===== src/hw/rtl/uifb_pkg.sv =====
// ----------------------------------------------------------------------------
// uifb_pkg
// Types and constants shared by the UDP/IPv4 frame builder modules.
// ----------------------------------------------------------------------------
package uifb_pkg;

    localparam int HDR_BYTES = 42;
    localparam int IDX_W     = 6;

    localparam logic [IDX_W-1:0] IDX_HDR_LAST = IDX_W'(HDR_BYTES - 1);
    localparam logic [IDX_W-1:0] IDX_PAYLOAD  = IDX_W'(HDR_BYTES);

    localparam logic [7:0]  ETH_TYPE_HI   = 8'h08;
    localparam logic [7:0]  IP_VER_IHL    = 8'h45;
    localparam logic [15:0] IP_ID         = 16'd3347;
    localparam logic [7:0]  IP_FLAGS_HI   = 8'h40;
    localparam logic [7:0]  IP_TTL        = 8'h80;
    localparam logic [7:0]  IP_PROTO_UDP  = 8'd17;
    localparam logic [15:0] IP_HDR_BYTES  = 16'd20;
    localparam logic [15:0] UDP_HDR_BYTES = 16'd8;

    // Sum of the constant 16-bit words of the IPv4 header.
    localparam logic [18:0] IP_CONST_SUM = 19'({IP_VER_IHL, 8'h00}) + 19'(IP_ID)
                                         + 19'({IP_FLAGS_HI, 8'h00})
                                         + 19'({IP_TTL, IP_PROTO_UDP});

    typedef struct packed {
        logic [31:0] source_address;
        logic [31:0] dest_address;
        logic [15:0] source_port_value;
        logic [15:0] dest_port_value;
        logic [15:0] ip_length;
        logic [15:0] udp_length;
        logic [15:0] checksum;
    } hdr_fields_t;

endpackage


===== src/hw/rtl/uifb_hdr_gen.sv =====
// ----------------------------------------------------------------------------
// uifb_hdr_gen
// Selects one byte of the 42-byte Ethernet/IPv4/UDP header by its index.
// ----------------------------------------------------------------------------
module uifb_hdr_gen
    import uifb_pkg::*;
(
    input  hdr_fields_t      fields,
    input  logic [IDX_W-1:0] idx,
    output logic [7:0]       hdr_byte
);

    always_comb begin
        case (idx)
            6'd12:   hdr_byte = ETH_TYPE_HI;
            6'd14:   hdr_byte = IP_VER_IHL;
            6'd16:   hdr_byte = fields.ip_length[15:8];
            6'd17:   hdr_byte = fields.ip_length[7:0];
            6'd18:   hdr_byte = IP_ID[15:8];
            6'd19:   hdr_byte = IP_ID[7:0];
            6'd20:   hdr_byte = IP_FLAGS_HI;
            6'd22:   hdr_byte = IP_TTL;
            6'd23:   hdr_byte = IP_PROTO_UDP;
            6'd24:   hdr_byte = fields.checksum[15:8];
            6'd25:   hdr_byte = fields.checksum[7:0];
            6'd26:   hdr_byte = fields.source_address[31:24];
            6'd27:   hdr_byte = fields.source_address[23:16];
            6'd28:   hdr_byte = fields.source_address[15:8];
            6'd29:   hdr_byte = fields.source_address[7:0];
            6'd30:   hdr_byte = fields.dest_address[31:24];
            6'd31:   hdr_byte = fields.dest_address[23:16];
            6'd32:   hdr_byte = fields.dest_address[15:8];
            6'd33:   hdr_byte = fields.dest_address[7:0];
            6'd34:   hdr_byte = fields.source_port_value[15:8];
            6'd35:   hdr_byte = fields.source_port_value[7:0];
            6'd36:   hdr_byte = fields.dest_port_value[15:8];
            6'd37:   hdr_byte = fields.dest_port_value[7:0];
            6'd38:   hdr_byte = fields.udp_length[15:8];
            6'd39:   hdr_byte = fields.udp_length[7:0];
            default: hdr_byte = 8'h00;
        endcase
    end

endmodule


===== src/hw/rtl/udp_ipv4_frame_builder_core.sv =====
// ----------------------------------------------------------------------------
// udp_ipv4_frame_builder_core
// Wraps a stream of UDP payload bytes into an Ethernet/IPv4/UDP frame.
// ----------------------------------------------------------------------------
// Payload bytes pass from the input straight into the output register and
// stream at one byte per cycle while the output is not stalled. A request that
// opens a frame is captured into the header registers with no output byte
// alongside, and then the 42 header bytes leave at one per cycle from a byte
// counter, followed by the request's own byte if it has one; input is held
// off during that burst. Output stalls hold the pipeline. A payload length
// above MAX_PAYLOAD raises too_long on every byte of that frame.
module udp_ipv4_frame_builder_core
    import uifb_pkg::*;
#(
    parameter int unsigned MAX_PAYLOAD = 470
) (
    input  logic        aclk,
    input  logic        aresetn,
    input  logic        s_valid,
    output logic        s_ready,
    input  logic        s_first_of_frame,
    input  logic        s_has_byte,
    input  logic [7:0]  s_payload_byte,
    input  logic        s_end_of_frame,
    input  logic [31:0] s_source_address,
    input  logic [31:0] s_dest_address,
    input  logic [15:0] s_source_port_value,
    input  logic [15:0] s_dest_port_value,
    input  logic [15:0] s_payload_length,
    output logic        m_valid,
    input  logic        m_ready,
    output logic [7:0]  m_frame_byte,
    output logic        m_frame_last,
    output logic        m_too_long
);

    logic             hdr_active_reg, hdr_active_next;
    logic [IDX_W-1:0] hdr_idx_reg, hdr_idx_next;
    logic             frame_open_reg, frame_open_next;
    logic             length_flag_reg, length_flag_next;
    logic             m_valid_reg, m_valid_next;
    logic [7:0]       m_byte_reg, m_byte_next;
    logic             m_last_reg, m_last_next;
    logic             m_flag_reg, m_flag_next;

    hdr_fields_t      fields_reg;
    logic [18:0]      sum_reg;
    logic [7:0]       first_byte_reg;
    logic             first_has_reg;
    logic             first_eof_reg;

    logic             advance;
    logic             accept;
    logic             capture;
    logic [15:0]      ip_length;
    logic [16:0]      fold1;
    logic [15:0]      fold2;
    hdr_fields_t      gen_fields;
    logic [7:0]       hdr_byte;

    assign advance = !m_valid_reg || m_ready;
    assign s_ready = !hdr_active_reg && advance;
    assign accept  = s_valid && s_ready;
    assign capture = accept && s_first_of_frame;

    assign ip_length = s_payload_length + IP_HDR_BYTES + UDP_HDR_BYTES;

    // Ones-complement end-around folds of the registered partial sum.
    assign fold1 = 17'(sum_reg[15:0]) + 17'(sum_reg[18:16]);
    assign fold2 = fold1[15:0] + 16'(fold1[16]);

    always_comb begin
        gen_fields          = fields_reg;
        gen_fields.checksum = ~fold2;
    end

    uifb_hdr_gen u_hdr_gen (
        .fields   (gen_fields),
        .idx      (hdr_idx_reg),
        .hdr_byte (hdr_byte)
    );

    always_comb begin
        hdr_active_next  = hdr_active_reg;
        hdr_idx_next     = hdr_idx_reg;
        frame_open_next  = frame_open_reg;
        length_flag_next = length_flag_reg;
        m_valid_next     = m_valid_reg;
        m_byte_next      = m_byte_reg;
        m_last_next      = m_last_reg;
        m_flag_next      = m_flag_reg;

        if (advance) begin
            m_valid_next = 1'b0;
            if (hdr_active_reg) begin
                m_valid_next = 1'b1;
                m_flag_next  = length_flag_reg;
                if (hdr_idx_reg == IDX_PAYLOAD) begin
                    m_byte_next     = first_byte_reg;
                    m_last_next     = first_eof_reg;
                    hdr_active_next = 1'b0;
                end else begin
                    m_byte_next  = hdr_byte;
                    m_last_next  = 1'b0;
                    hdr_idx_next = hdr_idx_reg + IDX_W'(1);
                    if (hdr_idx_reg == IDX_HDR_LAST && !first_has_reg) begin
                        m_last_next     = first_eof_reg;
                        hdr_active_next = 1'b0;
                    end
                end
            end else if (capture) begin
                hdr_active_next  = 1'b1;
                hdr_idx_next     = '0;
                frame_open_next  = !s_end_of_frame;
                length_flag_next = s_payload_length > 16'(MAX_PAYLOAD);
            end else if (accept && frame_open_reg) begin
                if (s_has_byte) begin
                    m_valid_next = 1'b1;
                    m_byte_next  = s_payload_byte;
                    m_last_next  = s_end_of_frame;
                    m_flag_next  = length_flag_reg;
                end
                if (s_end_of_frame) begin
                    frame_open_next = 1'b0;
                end
            end
        end
    end

    always_ff @(posedge aclk) begin
        if (!aresetn) begin
            hdr_active_reg  <= 1'b0;
            hdr_idx_reg     <= '0;
            frame_open_reg  <= 1'b0;
            length_flag_reg <= 1'b0;
            m_valid_reg     <= 1'b0;
        end else begin
            hdr_active_reg  <= hdr_active_next;
            hdr_idx_reg     <= hdr_idx_next;
            frame_open_reg  <= frame_open_next;
            length_flag_reg <= length_flag_next;
            m_valid_reg     <= m_valid_next;
        end
    end

    always_ff @(posedge aclk) begin
        m_byte_reg <= m_byte_next;
        m_last_reg <= m_last_next;
        m_flag_reg <= m_flag_next;
        if (capture) begin
            fields_reg.source_address    <= s_source_address;
            fields_reg.dest_address      <= s_dest_address;
            fields_reg.source_port_value <= s_source_port_value;
            fields_reg.dest_port_value   <= s_dest_port_value;
            fields_reg.ip_length         <= ip_length;
            fields_reg.udp_length        <= s_payload_length + UDP_HDR_BYTES;
            fields_reg.checksum          <= '0;
            sum_reg <= IP_CONST_SUM + 19'(ip_length)
                     + 19'(s_source_address[31:16]) + 19'(s_source_address[15:0])
                     + 19'(s_dest_address[31:16]) + 19'(s_dest_address[15:0]);
            first_byte_reg <= s_payload_byte;
            first_has_reg  <= s_has_byte;
            first_eof_reg  <= s_end_of_frame;
        end
    end

    assign m_valid      = m_valid_reg;
    assign m_frame_byte = m_byte_reg;
    assign m_frame_last = m_last_reg;
    assign m_too_long   = m_flag_reg;

    a_no_input_in_header: assert property (@(posedge aclk) disable iff (!aresetn)
        hdr_active_reg |-> !s_ready)
        else $error("Input accepted during header burst.");

    a_header_starts: assert property (@(posedge aclk) disable iff (!aresetn)
        s_valid && s_ready && s_first_of_frame |=> hdr_active_reg && hdr_idx_reg == '0)
        else $error("Frame start did not begin a header burst.");

    a_idx_range: assert property (@(posedge aclk) disable iff (!aresetn)
        hdr_active_reg |-> hdr_idx_reg <= IDX_PAYLOAD)
        else $error("Header index out of range.");

    a_last_closes: assert property (@(posedge aclk) disable iff (!aresetn)
        m_valid && m_frame_last |-> !frame_open_reg)
        else $error("Frame still open after its last byte.");

endmodule


===== config.mk =====
export PLATFORM = sky130hd
export DESIGN_NAME = udp_ipv4_frame_builder_core
export DESIGN_NICKNAME = d
export VERILOG_FILES = /design/src/hw/rtl/uifb_pkg.sv /design/src/hw/rtl/uifb_hdr_gen.sv /design/src/hw/rtl/udp_ipv4_frame_builder_core.sv
export SDC_FILE = /design/constraint.sdc
export NUM_CORES = 1
export LEC_CHECK = 0
export ABC_AREA = 1
export CORE_MARGIN = 2
export CORE_UTILIZATION = 50
export DETAILED_ROUTE_END_ITERATION = 8
export DONT_BUFFER_PORTS = 1
export GPL_ROUTABILITY_DRIVEN = 0
export PLACE_DENSITY = 0.67
export SKIP_LAST_GASP = 1
export SLEW_MARGIN = 0
export SYNTH_ARGS = -nofsm -noshare
export SYNTH_HDL_FRONTEND = slang
export SYNTH_HIERARCHICAL = 1
export SYNTH_SLANG_ARGS = --single-unit

===== constraint.sdc =====
create_clock -name aclk -period 9.75 [get_ports aclk]
set_input_delay 0.975 -clock aclk [delete_from_list [all_inputs] [get_ports aclk]]
set_output_delay 0.975 -clock aclk [all_outputs]
set_load 0.05 [all_outputs]

==> results.sh <==
export IMPL_clkSinkCount=175
export IMPL_fin_ws_ns=5.301
export IMPL_r2r_end="m_frame_byte[7]"
export IMPL_insertion_delay_ns=0.45
export IMPL_drv_slew=0
export IMPL_cts_tree="yes"
export IMPL_dp_hpwl_mm=24.31
export IMPL_drt_pass1_iter_count=7
export IMPL_die_y_um=153.1
export IMPL_hp_class="register to register"
export IMPL_fmax_mhz=224.8
export IMPL_place_inst=1490
export IMPL_wire_per_inst_um=20.00
export IMPL_finalSetupTns_ns=0
export IMPL_synth_ff_type="edfxtp_1"
export IMPL_rows=54
export IMPL_die_w_um=153.1
export IMPL_synthArstFlopShare=0
export IMPL_clkTransAtPathRegs_ns=0.07
export IMPL_fin_util=0.5516
export IMPL_slew_limit_headroom=0.2970
export IMPL_hold_end="frame_open_reg"
export IMPL_placedInstanceArea_mm2=0.01143
export IMPL_final_layout_size_suffix_gt1_frac=0.07810
export IMPL_ff2ff_path_depth=22
export IMPL_remaining_drc_errors=0
export IMPL_arrival_ns=4.64
export IMPL_antenna_found_initial=0
export IMPL_vias=8487
export IMPL_rsz0062_at_grt="false"
export IMPL_coreArea_mm2=0.02182
export IMPL_ir_drop_mv=0.1248
export IMPL_io_pins=139
export IMPL_crit_type="input pin to register"
export IMPL_grt_pass1_wl_mm=46.04
export IMPL_fin_crit_ns=4.449
export IMPL_ant_nets=0
export IMPL_status="complete, no violations"
export IMPL_hold_depth=2
export IMPL_p_leak_nw=5.308
export IMPL_cts_setup_buffers=0
export IMPL_antenna_cells=0
export IMPL_areaGrowthSynthToFinish_pct=8.259
export IMPL_syn_cell_area_mm2=0.01112
export IMPL_max_cap_viol_count=0
export IMPL_worstPathRequired_ns=9.94
export IMPL_syn_inst=1220
export IMPL_cts_root_buf="clkbuf_16"
export IMPL_tightest_slew_ns=1.054
export IMPL_fin_skew_ns=0.01444
export IMPL_grt_max_degree=84
export IMPL_cts_resized=0
export IMPL_ff2ff_setup_slack_ns=5.82
export IMPL_cts_made_buffers=17
export IMPL_port_buffers=0
export IMPL_path_cells="inv_1 > ha_1 > nand2_1 > nand2_1 > nand2_1 > nor2_1 > nand2_1 > xor2_1 > ha_1 > inv_1 > fa_1 > fa_1 > inv_1 > ha_1 > a21oi_1 > o21ai_0 > a21oi_1 > o21ai_0 > xor2_1"
export IMPL_h_tree_depth=4
export IMPL_grt_overflow_total=0
export IMPL_fin_cells=1522
export IMPL_synth_nets=1442
export IMPL_track_usage=0.2635
export IMPL_final_net_count=1451
export IMPL_cellPowerDensity_mw_per_mm2=210.4
export IMPL_initial_utilization=0.5095
export IMPL_synth_edf_count=165
export IMPL_drt_initial_drc_count=977
export IMPL_synth_seq_area_share=0.4636
export IMPL_ys_ff_latch=175
export IMPL_pre_cts_ws_ns=4.788
export IMPL_cp_max_fo=5
export IMPL_largest_register_ffs=126
export IMPL_final_common_cell="nand2_1"
export IMPL_rr_startpoint="sum_reg[16]"
export IMPL_yosysWarnings=6
export IMPL_cp_start_kind="input pin"
export IMPL_synth_cell_types=42
export IMPL_hold_buffers=0
export IMPL_critical_path_most_common_cell="nand2_1"
export IMPL_clock_path_buffers=2
export IMPL_grt_pass1_vias=8053
export IMPL_slowest_stage="fa_1"
export IMPL_fin_crit_sh=0.4563
export IMPL_vias_per_cell=5.576
export IMPL_end_kind="register"
export IMPL_critPathMaxStageDelay_ns=0.55
export IMPL_critPathLaunch="s_payload_length[3]"
export IMPL_die_area_mm2=0.02345
export IMPL_most_common_layout_cells="293 x nand2_1, 198 x inv_1, 165 x edfxtp_1"
export IMPL_drt_total_wl_mm=30.44
export IMPL_hold_viol_final=0
export IMPL_final_cell_area_mm2=0.01204
export IMPL_hold_start="frame_open_reg"
export IMPL_avgSynthCellArea_um2=9.114
export IMPL_finalSetupViolCount=0
==> logic make-up (layout without fill, tap and decap cells) <==
| family | count (synthesis) | in the layout | synth area share |
|---|---|---|---|
| fa+ha+maj | 95 | 95 | 0.1400 |
| flops | 175 | 175 | 0.4636 |
| buf+inv | 223 | 245 | 0.07708 |
| compound gates | 78 | 78 | 0.03927 |
| simple gates | 608 | 608 | 0.2471 |
| xor+xnor | 41 | 41 | 0.03297 |
==> synth_stat cells, types with 2 or more instances <==
cell type	number	area, µm²
fa_1	49	980.9
nand2_1	293	1100
a21oi_1	43	215.2
nor3b_1	2	15.01
clkbuf_1	3	11.26
nand4_1	21	131.4
and2_1	2	12.51
xor2_1	33	289.0
o21ai_1	2	10.01
edfxtp_1	165	4955
a31oi_1	2	12.51
nand3_2	2	20.02
xnor2_1	7	61.31
nand2_4	3	33.78
nor2_1	110	412.9
nor2_4	8	90.09
nor3_1	13	65.06
o21ai_0	19	95.09
nand3_1	113	565.5
buf_4	4	30.03
nand3b_1	3	22.52
a21o_1	3	22.52
buf_2	4	20.02
nor4_1	2	12.51
ha_1	46	575.6
o21bai_1	4	30.03
nor2_2	17	106.4
dfxtp_1	10	200.2
nand2_2	15	93.84
inv_2	10	37.54
inv_1	199	747.0
nor2_8	2	40.04
buf_1	2	7.510
==> metal layers <==
metal | vias up | GRT usage | part of all wire | routed length [µm]
li1 | 3972 | - | - | -
met1 | 4022 | 0.3597 | 0.41 | 12460
met2 | 448 | 0.3912 | 0.44 | 13400
met3 | 45 | 0.09413 | 0.12 | 3684
met4 | 0 | 0.09259 | 0.029 | 896
met5 | - | 0 | 0 | 0
==> worst max-delay path: cells and delay by family <==
kind,cells,cell delay (ns)
simple gates,5,0.56
compound gates,4,0.55
buf+inv,3,0.24
fa+ha+maj,5,1.82
xor+xnor,2,0.48
==> worst max-delay path by stage <==
stage          cells past startpoint         endpoint
2_1_floorplan                      6  length_flag_reg
3_3_place_gp                      17      sum_reg[18]
3_5_place_dp                      19      sum_reg[16]
4_1_cts                           19      sum_reg[16]
5_1_grt                           19      sum_reg[16]
6_report                          19      sum_reg[16]
==> cell type report <==
class | instances | area (µm²)
Sequential cell | 175 | 5155
Tap cell | 280 | 350.3
Inverter | 210 | 793.3
Clock inverter | 15 | 183.9
Multi-Input combinational cell | 822 | 5107
Fill cell | 1964 | 9786
Timing Repair Buffer | 3 | 22.52
Clock buffer | 17 | 425.4
==> where the power goes <==
group / leakage [nW] / internal (mW) / switching (mW)
sequential: 1.62 / 0.931 / 0.0616
clock: 0.296 / 0.349 / 0.349
combinational: 3.40 / 0.298 / 0.545
total: 5.31 / 1.58 / 0.955
==> stage by stage <==
step	power (mW)	hold slack, ns
3_5_place_dp	1.850	0.4611
6_report	2.533	0.4655
4_1_cts	2.542	0.4719
5_1_grt	2.687	0.4879
3_3_place_gp	1.825	0.4539
2_1_floorplan	1.636	0.4030
(Power assumes the default switching activity.)
